--- src/rtl/lst_pkg.sv ---
// Shared types and constants for the LRU slot tag store.
// Holds the request and result structs, the command codes and the scan-chain control structs.
// Depends on nothing.
package lst_pkg;

  localparam int NUM_SLOTS_DEF = 64;
  localparam int LAYER_BITS    = 8;
  localparam int EXPERT_BITS   = 10;
  localparam int SLOT_FIELD_W  = 6;
  localparam int STAMP_W       = 32;
  localparam int TALLY_W       = 32;
  localparam int CFG_W         = 7;
  localparam int MIN_SLOTS     = 2;
  localparam int SLOT_NONE     = 0;
  localparam int APB_ADDR_W    = 3;
  localparam int APB_DATA_W    = 32;

  localparam logic [CFG_W-1:0]   SLOTS_RESET = 7'd64;
  localparam logic [STAMP_W-1:0] STAMP_MAX   = '1;

  // Register word index, taken from paddr above the byte offset.
  localparam logic [0:0] REG_SLOTS_IN_USE = 1'b0;

  typedef enum logic {
    CMD_ALLOC = 1'b0,
    CMD_PROBE = 1'b1
  } cmd_e;

  typedef struct packed {
    cmd_e                   cmd;
    logic [LAYER_BITS-1:0]  layer;
    logic [EXPERT_BITS-1:0] expert;
  } req_t;

  typedef struct packed {
    logic [SLOT_FIELD_W-1:0] slot;
    logic                    hit;
    logic                    load_needed;
    logic [TALLY_W-1:0]      hits_so_far;
    logic [TALLY_W-1:0]      misses_so_far;
  } rsp_t;

  // Control part of the token that walks down the cell chain.
  typedef struct packed {
    logic active;
    logic found;
    logic have_empty;
    logic have_best;
  } scan_flags_t;

  // Write-back broadcast to the cells once a scan is complete.
  typedef struct packed {
    logic key_we;
    logic stamp_we;
  } upd_ctl_t;

endpackage

--- src/rtl/lst_cell.sv ---
// One tag store cell: holds a single entry and forwards the scan token to its neighbor.
// Depends on lst_pkg.
module lst_cell
  import lst_pkg::*;
#(
  parameter int NUM_SLOTS = NUM_SLOTS_DEF,
  parameter int IDX       = 1
) (
  input  logic                             clk,
  input  logic                             rst,
  input  logic [$clog2(NUM_SLOTS+1)-1:0]   limit,
  input  scan_flags_t                      in_flags,
  input  req_t                             in_req,
  input  logic [$clog2(NUM_SLOTS)-1:0]     in_found_idx,
  input  logic [$clog2(NUM_SLOTS)-1:0]     in_best_idx,
  input  logic [STAMP_W-1:0]               in_best_stamp,
  output scan_flags_t                      out_flags,
  output req_t                             out_req,
  output logic [$clog2(NUM_SLOTS)-1:0]     out_found_idx,
  output logic [$clog2(NUM_SLOTS)-1:0]     out_best_idx,
  output logic [STAMP_W-1:0]               out_best_stamp,
  input  upd_ctl_t                         upd_ctl,
  input  logic [$clog2(NUM_SLOTS)-1:0]     upd_idx,
  input  req_t                             upd_req,
  input  logic [STAMP_W-1:0]               upd_stamp
);

  localparam int SLOT_W = $clog2(NUM_SLOTS);
  localparam int LIM_W  = $clog2(NUM_SLOTS + 1);
  localparam logic [SLOT_W-1:0] MY_IDX = SLOT_W'(IDX);

  logic                   valid;
  logic [LAYER_BITS-1:0]  layer;
  logic [EXPERT_BITS-1:0] expert;
  logic [STAMP_W-1:0]     stamp;

  scan_flags_t        flags_next;
  logic [SLOT_W-1:0]  found_idx_next;
  logic [SLOT_W-1:0]  best_idx_next;
  logic [STAMP_W-1:0] best_stamp_next;
  logic               match;
  logic               in_range;
  logic               upd_sel;

  always_comb begin
    match           = valid && (layer == in_req.layer) && (expert == in_req.expert);
    in_range        = LIM_W'(IDX) < limit;
    flags_next      = in_flags;
    found_idx_next  = in_found_idx;
    best_idx_next   = in_best_idx;
    best_stamp_next = in_best_stamp;
    if (match && !in_flags.found) begin
      flags_next.found = 1'b1;
      found_idx_next   = MY_IDX;
    end
    // Once an empty slot has been seen upstream, it stays the victim.
    if (in_range && !in_flags.have_empty) begin
      if (!valid) begin
        flags_next.have_empty = 1'b1;
        best_idx_next         = MY_IDX;
      end else if (!in_flags.have_best || (stamp < in_best_stamp)) begin
        flags_next.have_best = 1'b1;
        best_idx_next        = MY_IDX;
        best_stamp_next      = stamp;
      end
    end
  end

  assign upd_sel = (upd_idx == MY_IDX);

  always_ff @(posedge clk) begin
    if (rst) begin
      out_flags <= '0;
    end else begin
      out_flags <= flags_next;
    end
  end

  always_ff @(posedge clk) begin
    out_req        <= in_req;
    out_found_idx  <= found_idx_next;
    out_best_idx   <= best_idx_next;
    out_best_stamp <= best_stamp_next;
  end

  always_ff @(posedge clk) begin
    if (rst) begin
      valid <= 1'b0;
    end else if (upd_ctl.key_we && upd_sel) begin
      valid <= 1'b1;
    end
  end

  always_ff @(posedge clk) begin
    if (upd_ctl.key_we && upd_sel) begin
      layer  <= upd_req.layer;
      expert <= upd_req.expert;
    end
    if (upd_ctl.stamp_we && upd_sel) begin
      stamp <= upd_stamp;
    end
  end

endmodule

--- config.mk ---
export PLATFORM = sky130hd
export DESIGN_NAME = lst_cell
export DESIGN_NICKNAME = d
export VERILOG_FILES = /design/src/rtl/lst_pkg.sv /design/src/rtl/lst_cell.sv
export SDC_FILE = /design/constraint.sdc
export NUM_CORES = 1
export LEC_CHECK = 0
export BUFFER_PORTS_ARGS = -buffer_cell sky130_fd_sc_hd__buf_2
export CORE_ASPECT_RATIO = 0.8
export CORE_UTILIZATION = 47
export CTS_CLUSTER_SIZE = 8
export DETAILED_ROUTE_END_ITERATION = 7
export PLACE_DENSITY = 0.79
export SYNTH_ARGS = -nofsm -noshare
export SYNTH_HDL_FRONTEND = slang
export SYNTH_SLANG_ARGS = --single-unit
--- constraint.sdc ---
create_clock -name clk -period 2.81 [get_ports clk]
set_input_delay 0.281 -clock clk [delete_from_list [all_inputs] [get_ports clk]]
set_output_delay 0.281 -clock clk [all_outputs]
set_load 0.05 [all_outputs]
Yosys cells after proc, flatten, opt, wreduce, memory -nomap -nowiden
Cells that the tools add are included.

Register bits after elaboration: 118. Input port bits: 135. Output and inout port bits: 67. Logic and storage cells: 40.

Order comparisons: 2. Equality and inequality tests: 3. Muxes and demuxes: 11. Reduce and logical (&&, ||, !) cells: 10.

Operators with widths (count): 32-bit two-way mux (3); 32-bit less-than comparator (1); 6-bit two-way mux (3); 10-bit equality test (1); 8-bit equality test (1); 1-bit by 7-bit less-than comparator with 1-bit output, first input constant (1); 6-bit by 1-bit equality test with 1-bit output, second input constant (1); 1-bit logical AND (6); 1-bit two-way mux (4); 1-bit zero test (3); 2-bit two-way mux (1); 1-bit logical OR (1).

Logic depth before layout (Yosys ltp)
Gate-level depths: netlist of run 1.

Word-level depth: 5. Depth in mapped cells: 9. Depth with buffers taken out: 8.

Least setup slack after synthesis of run 1
Ideal clock, no wire load.

Path kind: input to register. Start point: input port upd_idx[1]. End point: register stamp[0], enable pin. Library setup time: 0.392 ns. Data arrival time: 1.919 ns. Data required time: 2.418 ns. Path slack: 0.499 ns. Stages: 3. Buffers on the path: 0. Path through: or4b_2 nor3_1 and2_1.

Word-level cells in the longest chain between the ends: 2.

Ends and longest elaborated chain: start: declaration (RTL line lst_cell.sv:23) `input logic [$clog2(NUM_SLOTS)-1:0] upd_idx,`; 6-bit by 1-bit equality test with 1-bit output (RTL line lst_cell.sv:69) `assign upd_sel = (upd_idx == MY_IDX);`; 1-bit logical AND (RTL line lst_cell.sv:99) `if (upd_ctl.stamp_we && upd_sel) begin`; end signal: assignment (RTL line lst_cell.sv:100) `stamp <= upd_stamp;`; end: declaration (RTL line lst_cell.sv:35) `logic [STAMP_W-1:0] stamp;`.

No other way between the ends. A chain may end at the register's enable or synchronous reset.

Final worst setup path of run 1
Start point: register stamp[5]. End point: register out_best_stamp[31].

Word-level cells in the longest chain between the ends: 5.

Ends and longest elaborated chain: 32-bit less-than comparator (RTL line lst_cell.sv:61) `end else if (!in_flags.have_best || (stamp < in_best_stamp)) begin`; 1-bit logical OR (RTL line lst_cell.sv:61); 32-bit two-way mux (RTL line lst_cell.sv:61); 32-bit two-way mux (RTL line lst_cell.sv:58) `if (!valid) begin`; 32-bit two-way mux (RTL line lst_cell.sv:57) `if (in_range && !in_flags.have_empty) begin`; named net best_stamp_next[31] (RTL line lst_cell.sv:40) `logic [STAMP_W-1:0] best_stamp_next;`; end signal: assignment (RTL line lst_cell.sv:83) `out_best_stamp <= best_stamp_next;`; end: declaration (RTL line lst_cell.sv:21) `output logic [STAMP_W-1:0] out_best_stamp,`.

The timed path passes the listed nets, and every way through them passes these cells.

==> metrics.txt, run 1 <==
status=completed; via/cell ratio=roughly 4.8; setup TNS=0 ns; final period utilization=0.928; CTS Buf Count=17; die footprint=approximately 10000 sq um; RSZ-0062 raised after global routing=false; critical path, cell by cell=ha_1 -> a21oi_1 -> o21ai_1 -> a221oi_1 -> a31oi_2 -> a211oi_4 -> buf_12 -> mux2_2; power per cell area=roughly 700 nW/um^2; CP max stage delay=0.41 ns; MaxCap Viol Count=0; placed inst area=roughly 5800 sq um; Startpoint Class=flop; final instance area=roughly 6500 sq um; final antenna-violating net count=0; nets@finish=730; Filler Cell Count=between 600 and 700; Core ar.=between 9000 and 10000 sq um; Final min period=approximately 2.6 ns; Req. time, crit path=3.09 ns; vias in the first global route=3492; initial drt markers=roughly 110; clock buffer depth=2; ant diodes=0; final setup vio count=0; Worst Tran Pin Value=about 0.52 ns; crit path DAT=between 2 and 3 ns; Ys Warns=0; Die Y=between 90 and 100 um; wire length of the first global-routing pass=16100 um; Clk Latency, worst-skew pair=0.40 ns; maximum fanout along the worst path=17; Final Skew=between 0.008 and 0.009 ns; Crit Path Class=flop to flop; Mapped Nets=500; clock root cell=clkbuf_16; mean post-synth cell area=approximately 14 sq um; area of the multi-input gates=about 1600 sq um; # rows=31; sequential fraction of the synthesis area=0.622; I/O pins=between 200 and 250; Worst slew margin=0.652; H-tree levels=4; Sink Count=between 100 and 150; Post-CTS Setup Inserts=0; Mapped Area=4600 sq um; layout cells sized above 1=0.475; Starting Density=0.496; VDD IR-drop max=around 550 uV; gr ovfl total=0; Hold Crit Class=primary input to flop; Remaining DRCs=0; final wirelength=just over 10000 um; DPL Wire Length=just under 8000 um; CTS tree=done; CP max stage cell=edfxtp_1; GP Congestion=0.823; Hold Fails Final Rpt=0; Pre-Repair DR Iteration Count=4; register area=around 2900 sq um; via count=between 3000 and 4000; Wirelength per Cell=~15 um; IO Port Bufs=199; Synth area leaders=edfxtp_1, dfxtp_1, mux2_4; f_max=around 380 MHz; library cells used by synthesis=35; initial antenna violation count=0; CTS clk-pin slew, worst paths=around 0.050 ns; Global Route Usage Sum=0.211; FF+latch count, synth=between 100 and 150; Horiz. Die Dim=113 um; Yosys top cell by area=edfxtp_1; Yosys top cell area share=0.326; critical path capture point type=flop; Pleak=roughly 3.0 nW; Slew Viols, Final=0; largest net degree at the start of global routing=33; area grow syn2layout=41.1%; Syn Inst Count=334
## power by group
part	switching (W)	internal, W
Clock	0.000716	0.00147
Combinational	0.000306	0.000183
Sequential	0.0000149	0.00184
Total	0.00104	0.00350
## routing by layer
layer | wire [um] | track usage
met1 | 4090 | 0.229
met2 | 5460 | 0.371
met3 | 560 | 0.0678
met4 | 290 | 0.0978
met5 | 0 | 0
## worst max-delay path: cells and delay by family, from the launching register on
kind / cells / cell delay [ns]
AO/OA/AOI/OAI: 5 / 1.18
adder cells (fa/ha/maj): 1 / 0.32
flip-flops: 1 / 0.41
buffers and inverters: 1 / 0.23
multiplexers: 1 / 0.35
## Yosys cell counts
library cell  number
a211oi_4           1
o22ai_1            5
nor3_1             3
xor2_1             7
o311ai_1           1
nand3_1            4
mux2_2             2
o21ai_0            4
edfxtp_1          50
nor2_1            10
dfxtp_1           68
and3_1             1
nor3b_1            1
or2_2              2
nand2_1           17
nor4_1             4
or2b_2             1
a221oi_2           1
a221oi_1           1
o211ai_1           1
buf_6              4
nand4_1            6
nor2b_1            6
mux2_4            30
xnor2_1           11
ha_1              31
o21ai_1            1
a31oi_2            1
inv_1             38
a211oi_1           1
a21oi_1           16
o31a_1             1
or4b_2             1
o211ai_2           1
and2_1             2
## what timing repair did
item	4_1_cts	5_1_grt
hold endpoints to repair	9	2
hold buffers	9	2
resized for setup	0	1
endpoints found under the setup margin	0	2
## layout by cell type (no fill, tap or decap), drive strengths merged
cell type    instances
o31a                 1
and3                 1
xnor2               11
nand4                6
clkinv               6
nand2               17
or2b                 1
nor3b                1
a221oi               2
or4b                 1
nor2                10
o21ai                5
mux2                32
buf                204
nor2b                6
a31oi                1
nor4                 4
o311ai               1
nand3                4
dlygate4sd3         11
dfxtp               68
inv                 38
bufinv               2
nor3                 3
clkbuf              24
a21oi               16
o211ai               2
or2                  2
ha                  31
o22ai                5
a211oi               2
and2                 2
xor2                 7
edfxtp              50
## path summary, 6_finish.rpt
path	start	end	slack (ns)	cells past startpoint
min reg2reg	stamp[0]$_DFFE_PP_	out_best_stamp[0]$_DFF_P_	0.50	1
max	stamp[5]$_DFFE_PP_	out_best_stamp[31]$_DFF_P_	0.20	8
max reg2reg	stamp[5]$_DFFE_PP_	out_best_stamp[31]$_DFF_P_	0.20	8
min	in_req[11]	out_req[11]$_DFF_P_	0.02	1
## stage by stage
step           setup slack (ns)  hold WS [ns]  instances  total power, W  utilization
2_1_floorplan             0.499         0.309        334         0.00219            -
3_5_place_dp              0.178         0.388        649         0.00237        0.621
6_report                  0.202        0.0170        692         0.00454        0.700
4_1_cts                   0.161      0.000749        690         0.00458        0.697
5_1_grt                  0.0617      0.000434        692         0.00470        0.700
3_3_place_gp              0.188         0.385        649         0.00236        0.621
## final cells by class
cell class / instances / area share
Sequential cell: 118 / 0.441
Clock buffer: 24 / 0.0808
Tap cell: 115 / 0.0222
Timing Repair Buffer: 215 / 0.180
Multi-Input combinational cell: 174 / 0.240
Inverter: 38 / 0.0220
Clock inverter: 8 / 0.0143
## logic make-up (layout without fill, tap and decap cells)
logic type | after synthesis | count (layout) | share of synthesized area
compound gates | 35 | 35 | 0.0517
xor+xnor | 18 | 18 | 0.0343
fa+ha+maj | 31 | 31 | 0.0843
buf+inv | 42 | 285 | 0.0408
flops | 118 | 118 | 0.622
mux | 32 | 32 | 0.103
simple gates | 58 | 58 | 0.0639
## state kept, by name, indices dropped and copies added, names as in the netlist
signal / cells
out_req: 19
layer: 8
out_best_idx: 6
stamp: 32
expert: 10
out_best_stamp: 32
out_found_idx: 6
valid: 1
out_flags: 4
(Power assumes the default switching activity.)
==> run 2: changes to the inputs <==
ABC_AREA = 1   (was unset)
==> run 2 against run 1 <==
Compared with the run above: die area grew 0.78%; flip-flop and latch count is the same; cell area grew 0.37%; combinational power grew 3%; routed wire length grew 8.1%; cell count grew 17%; highest routed layer unchanged.
==> metrics.txt, run 2 <==
Hold Fails Final Rpt=0; vias in the first global route=3838; Yosys top cell area share=0.324; CTS tree=done; Mapped Area=4640 sq um; via/cell ratio=4.72; f_max=~460 MHz; Global Route Usage Sum=0.224; FF+latch count, synth=approximately 120; critical path capture point type=flop; Starting Density=0.483; gr ovfl total=0; final setup vio count=0; Remaining DRCs=0; final period utilization=0.766; CTS Buf Count=17; Synth Area in XOR/XNOR=0.0170; Yosys top cell by area=edfxtp_1; # rows=32; Resized Gates After CTS=0; final instance area=6520 sq um; Syn Inst Count=450; CP Capture Point=out_best_stamp[3]$_DFF_P_; clock root cell=clkbuf_16; Ys Warns=0; Slew Viols, Final=0; sequential fraction of the synthesis area=0.617; Largest regs=out_best_stamp (32), stamp (32), out_req (19); IO Port Bufs=slightly below 200; Hold Buf Count CTS=13; Crit Path Class=flop to flop; Worst slew margin=0.553; Top FF cell, synth=dfxtp_1; via count=~3800; area grow syn2layout=40.5%; I/O pins=roughly 200; largest net degree at the start of global routing=34; MaxCap Viol Count=0; Worst Tran Pin Value=0.669 ns; CTS clk-pin slew, worst paths=about 0.06 ns; Reg2Reg Capture Point=out_best_stamp[3]$_DFF_P_; nets@finish=around 850; Filler Cell Count=slightly above 700; GP Congestion=about 0.77; most common cell after layout, fill and taps aside=buf_2; Post-CTS Setup Inserts=0; most common cell in the netlist=nand2_1; placed inst area=5740 sq um; dpl cells=about 760; Hold Crit Class=primary input to flop; crit path DAT=between 2 and 3 ns; initial antenna violation count=0; Synth area leaders=edfxtp_1, dfxtp_1, ha_1; power per cell area=around 700 nW/um^2; Startpoint Class=flop; setup TNS=0 ns; R2R setup slack=roughly 0.66 ns; Mapped Nets=between 600 and 700; register area=~2900 sq um; simple-gate share of the synthesized area=0.172; layout cells sized above 1=0.361; Compound-Gate Fraction of Synth Area=0.0421; multiplexer share of the synthesized area=0; final wirelength=11200 um; Pre-Repair DR Iteration Count=7; initial drt markers=~210; Worst Setup SP=stamp[13]$_DFFE_PP_; status=completed; die footprint=slightly above 10000 sq um; Core ar.=between 9000 and 10000 sq um; Post-Layout Cell Count=about 800; Die Y=90.8 um; Final min period=approximately 2.2 ns; Wirelength per Cell=~14 um; Final Skew=about 0.0075 ns; mean post-synth cell area=approximately 10 sq um; maximum fanout along the worst path=32; H-tree levels=4; Horiz. Die Dim=~110 um; ant diodes=0; library cells used by synthesis=26; main combinational cell family by area after synthesis=simple AND/OR/NAND/NOR gates; Worst Reg-to-Reg Cells=11; Req. time, crit path=3.15 ns; EDFF count, synth=50; RSZ-0062 raised after global routing=false; Post-synth ARST share=0; commonest cells after routing, fill and taps aside=buf_2, nand2_1, dfxtp_1; Clk Latency, worst-skew pair=approximately 0.40 ns; overall power=approximately 0.0045 W; wire length of the first global-routing pass=17200 um; Pleak=approximately 3.3 nW; final antenna-violating net count=0; Sink Count=between 100 and 150; area of the multi-input gates=between 1000 and 1500 sq um; Synth Area in Adders=0.0836; r2r startpoint=stamp[13]$_DFFE_PP_; DPL Wire Length=about 7900 um; VDD IR-drop max=410 uV; worst hold slack=roughly 0.024 ns; clock buffer depth=2; Commonest cells post-synth=nand2_1, dfxtp_1, inv_1, edfxtp_1, nand3_1
==> run 2: worst min-delay path by stage <==
stage / start / end / slack, ns / cells past startpoint
2_1_floorplan: in_req[0] / out_req[0]$_DFF_P_ / 0.31 / 0
3_3_place_gp: in_req[18] / out_req[18]$_DFF_P_ / 0.38 / 1
3_5_place_dp: in_req[18] / out_req[18]$_DFF_P_ / 0.39 / 1
4_1_cts: in_req[2] / out_req[2]$_DFF_P_ / 0.001 / 1
5_1_grt: in_req[4] / out_req[4]$_DFF_P_ / 0.0003 / 1
6_report: in_req[0] / out_req[0]$_DFF_P_ / 0.02 / 1
==> run 2: per-stage QoR <==
stage	utilization	worst slack (ns)
global placement	0.597	0.724
finish	0.678	0.658
detailed placement	0.597	0.682
CTS	0.674	0.647
floorplan	-	0.923
global route	0.678	0.518
==> run 2: layer usage <==
metal	vias to the layer above	routed length, um	track usage
li1	1929	-	-
met1	1738	4420	0.246
met2	151	5940	0.401
met3	10	727	0.0698
met4	0	150	0.0910
met5	-	0	0
==> run 2: cell type report <==
| class | instances | area share |
|---|---|---|
| clock buffer | 17 | 0.0653 |
| timing repair buffer | 219 | 0.182 |
| clock inverter | 15 | 0.0277 |
| sequential | 118 | 0.439 |
| inverter | 66 | 0.0380 |
| tap | 119 | 0.0229 |
| multi-input combinational | 257 | 0.224 |
==> run 2: worst max-delay path: stages (launching register included) <==
cell	delay (ns)
edfxtp_1	0.41
ha_1	0.32
a21oi_1	0.16
o21ai_0	0.14
a21oi_1	0.15
nand2_1	0.10
nand2_1	0.08
nand2_2	0.07
nand2_4	0.07
buf_4	0.34
nand3_1	0.14
nand2_1	0.10
==> run 2: cell families (layout without fill, tap and decap cells) <==
family	count (synthesis)	after routing
AOI/OAI and AO/OA	36	36
xor gates and xnor gates	9	9
adders and majority gates	31	31
buffers and inverters	75	317
DFF	118	118
and+or+nand+nor	181	181
==> run 2: power by group <==
| part | leakage [nW] | switching (W) | internal [W] |
|---|---|---|---|
| combinational | 2.01 | 0.000334 | 0.000170 |
| sequential | 1.02 | 0.0000151 | 0.00184 |
| clock | 0.279 | 0.000779 | 0.00140 |
| total | 3.31 | 0.00113 | 0.00341 |
==> run 3: changes to the inputs <==
CORE_UTILIZATION = 43   (was 47)
PLACE_DENSITY = 0.76   (was 0.79)
clock period = 1.75 ns   (was 2.81 ns; I/O delays follow)
==> run 3 against run 2 <==
Compared with the run above: the flow now finishes with violations (setup timing); utilization is 13 points higher; combinational power is 130% higher; routed wire length is 45% higher; hold slack better by 0.0016 ns; clock skew is 0.00099 ns lower; critical path type unchanged; highest routed layer is now met5.
==> metrics.txt, run 3 (same netlist as run 2, synthesis figures left out) <==
status=complete, but fails checks; failing checks=setup timing; initial antenna violation count=2; I/O pins=between 200 and 250; GP Congestion=a little under 0.8; Largest regs=out_best_stamp (32), stamp (32), out_req (19); layout cells sized above 1=0.432; Buf/Inv on CP=1; overall power=around 0.0078 W; Worst slew margin=0.310; r2r startpoint=stamp[17]$_DFFE_PP_; Final min period=about 2.1 ns; critical path capture point type=flop; CP max stage cell=edfxtp_1; Reg2Reg Capture Point=out_best_stamp[8]$_DFF_P_; CTS tree=done; area grow syn2layout=80.1%; power per cell area=931 nW/um^2; Final Util=0.806; initial drt markers=251; # rows=33; CP max stage delay=about 0.44 ns; critical path's top delay family=simple AND/OR/NAND/NOR gates; met1 Use GR=0.278; area of the multi-input gates=about 1900 sq um; most common cell after layout, fill and taps aside=buf_2; commonest cells after routing, fill and taps aside=buf_2, dlygate4sd3_1, nand2_1; Clk Latency, worst-skew pair=roughly 0.41 ns; Crit Path Class=flop to flop; Core ar.=just over 10000 sq um; Worst Reg-to-Reg Cells=12; Startpoint Class=flop; Sink Count=about 120; Wirelength per Cell=17.0 um; final antenna-violating net count=0; f_max=roughly 470 MHz; Die Y=94.9 um; crit path DAT=around 2.4 ns; Global Route Usage Sum=0.267; CTS Buf Count=17; Pleak=~4.0 nW; Horiz. Die Dim=between 100 and 150 um; WHS Path Cells=3; gr ovfl total=0; maximum fanout along the worst path=8; Hold Fails Final Rpt=0; die footprint=about 11000 sq um; critical path, cell by cell=ha_4 -> a21oi_1 -> o21ai_1 -> nand2_1 -> nand3_2 -> a21oi_2 -> nand2_4 -> nand2_8 -> nand2_8 -> clkbuf_16 -> nand2_2 -> nand2_1; final setup vio count=38; vias in the first global route=4666; gr busiest metal=met2; met2 usage=0.509; Pre-Repair DR Iteration Count=5; VDD IR-drop max=590 uV; H-tree levels=4; Req. time, crit path=about 2.0 ns; hold path endpoint=out_flags[2]$_SDFF_PP0_; R2R setup slack=-0.37 ns; IO Port Bufs=a little under 200; MaxCap Viol Count=0; clock root cell=clkbuf_16; wire length of the first global-routing pass=about 22000 um; final period utilization=1.21; Final Skew=0.00649 ns; Starting Density=0.447; hold_sp=in_flags[2]; nets@finish=971; clock buffer depth=2; slack of the critical path=-0.370 ns; CTS clk-pin slew, worst paths=approximately 0.06 ns; via/cell ratio=roughly 4.9; Worst Tran Pin Value=approximately 1.0 ns; Filler Cell Count=just under 600; Slew Viols, Final=0; final wirelength=approximately 16000 um; RSZ-0062 raised after global routing=true; GR Util met3=0.0719; DPL Wire Length=~8200 um; Remaining DRCs=0; via count=around 4700; Hold Crit Class=primary input to flop; largest net degree at the start of global routing=35; register area=2860 sq um
-- run 3: cell types whose count changed in the layout (fill, tap and decap cells not counted), sizes merged --
cell / previous run / this run
bufinv: 3 / 4
buf: 202 / 231
clkinv: 6 / 5
clkinvlp: 5 / 4
diode: 0 / 1
inv: 67 / 66
clkbuf: 17 / 21
dlygate4sd3: 17 / 112
-- run 3: per-layer routing --
metal | wire length [um] | vias to the layer above
met5 | 8 | -
met4 | 427 | 2
met3 | 1050 | 42
met2 | 8950 | 235
met1 | 5870 | 2236
li1 | - | 2186
-- run 3: how the worst max path moves through the flow --
stage,end,slack [ns],from,depth (start not counted)
2_1_floorplan,out_best_stamp[10]$_DFF_P_,0.03,stamp[5]$_DFFE_PP_,14
3_3_place_gp,out_best_stamp[14]$_DFF_P_,-0.20,stamp[5]$_DFFE_PP_,14
3_5_place_dp,out_best_stamp[7]$_DFF_P_,-0.27,stamp[5]$_DFFE_PP_,13
4_1_cts,out_best_stamp[7]$_DFF_P_,-0.22,stamp[5]$_DFFE_PP_,14
5_1_grt,out_best_stamp[8]$_DFF_P_,-0.42,stamp[25]$_DFFE_PP_,12
6_report,out_best_stamp[8]$_DFF_P_,-0.37,stamp[17]$_DFFE_PP_,12
-- run 3: final cells by class --
type | instances | share of cell area
Sequential cell | 118 | 0.343
Timing Repair Buffer | 345 | 0.302
Multi-Input combinational cell | 257 | 0.230
Clock buffer | 19 | 0.0518
Inverter | 66 | 0.0297
Clock inverter | 13 | 0.0217
Tap cell | 140 | 0.0210
Antenna cell | 1 | 0.000300
-- run 3: per-stage QoR --
| stage | hold slack, ns | setup TNS (ns) | cell area, sq um | cells | setup WS, ns |
|---|---|---|---|---|---|
| floorplan | 0.203 | 0 | 4640 | 450 | 0.0337 |
| global placement | 0.278 | -7.20 | 5930 | 798 | -0.201 |
| detailed placement | 0.283 | -8.99 | 5930 | 798 | -0.273 |
| CTS | 0.00363 | -6.96 | 7820 | 947 | -0.225 |
| global route | 0.0149 | -13.44 | 8350 | 959 | -0.422 |
| finish | 0.0255 | -9.84 | 8350 | 959 | -0.370 |
-- run 3: worst min-delay path, cell delays in order --
cell     delay [ns]
buf_2          0.11
inv_1          0.04
a21oi_1        0.05
-- run 3: repair_timing --
item,4_1_cts,5_1_grt
pin swaps,7,20
endpoints found under the setup margin,38,44
cloned,2,2
hold endpoints to repair,112,0
buffers inserted,3,10
resized for setup,20,81
hold buffers,112,0
-- run 3: report_power, final --
part / switching (W) / total, W / internal [W]
clock: 0.00126 / 0.00363 / 0.00237
sequential: 0.0000284 / 0.00299 / 0.00296
combinational: 0.000660 / 0.00116 / 0.000497
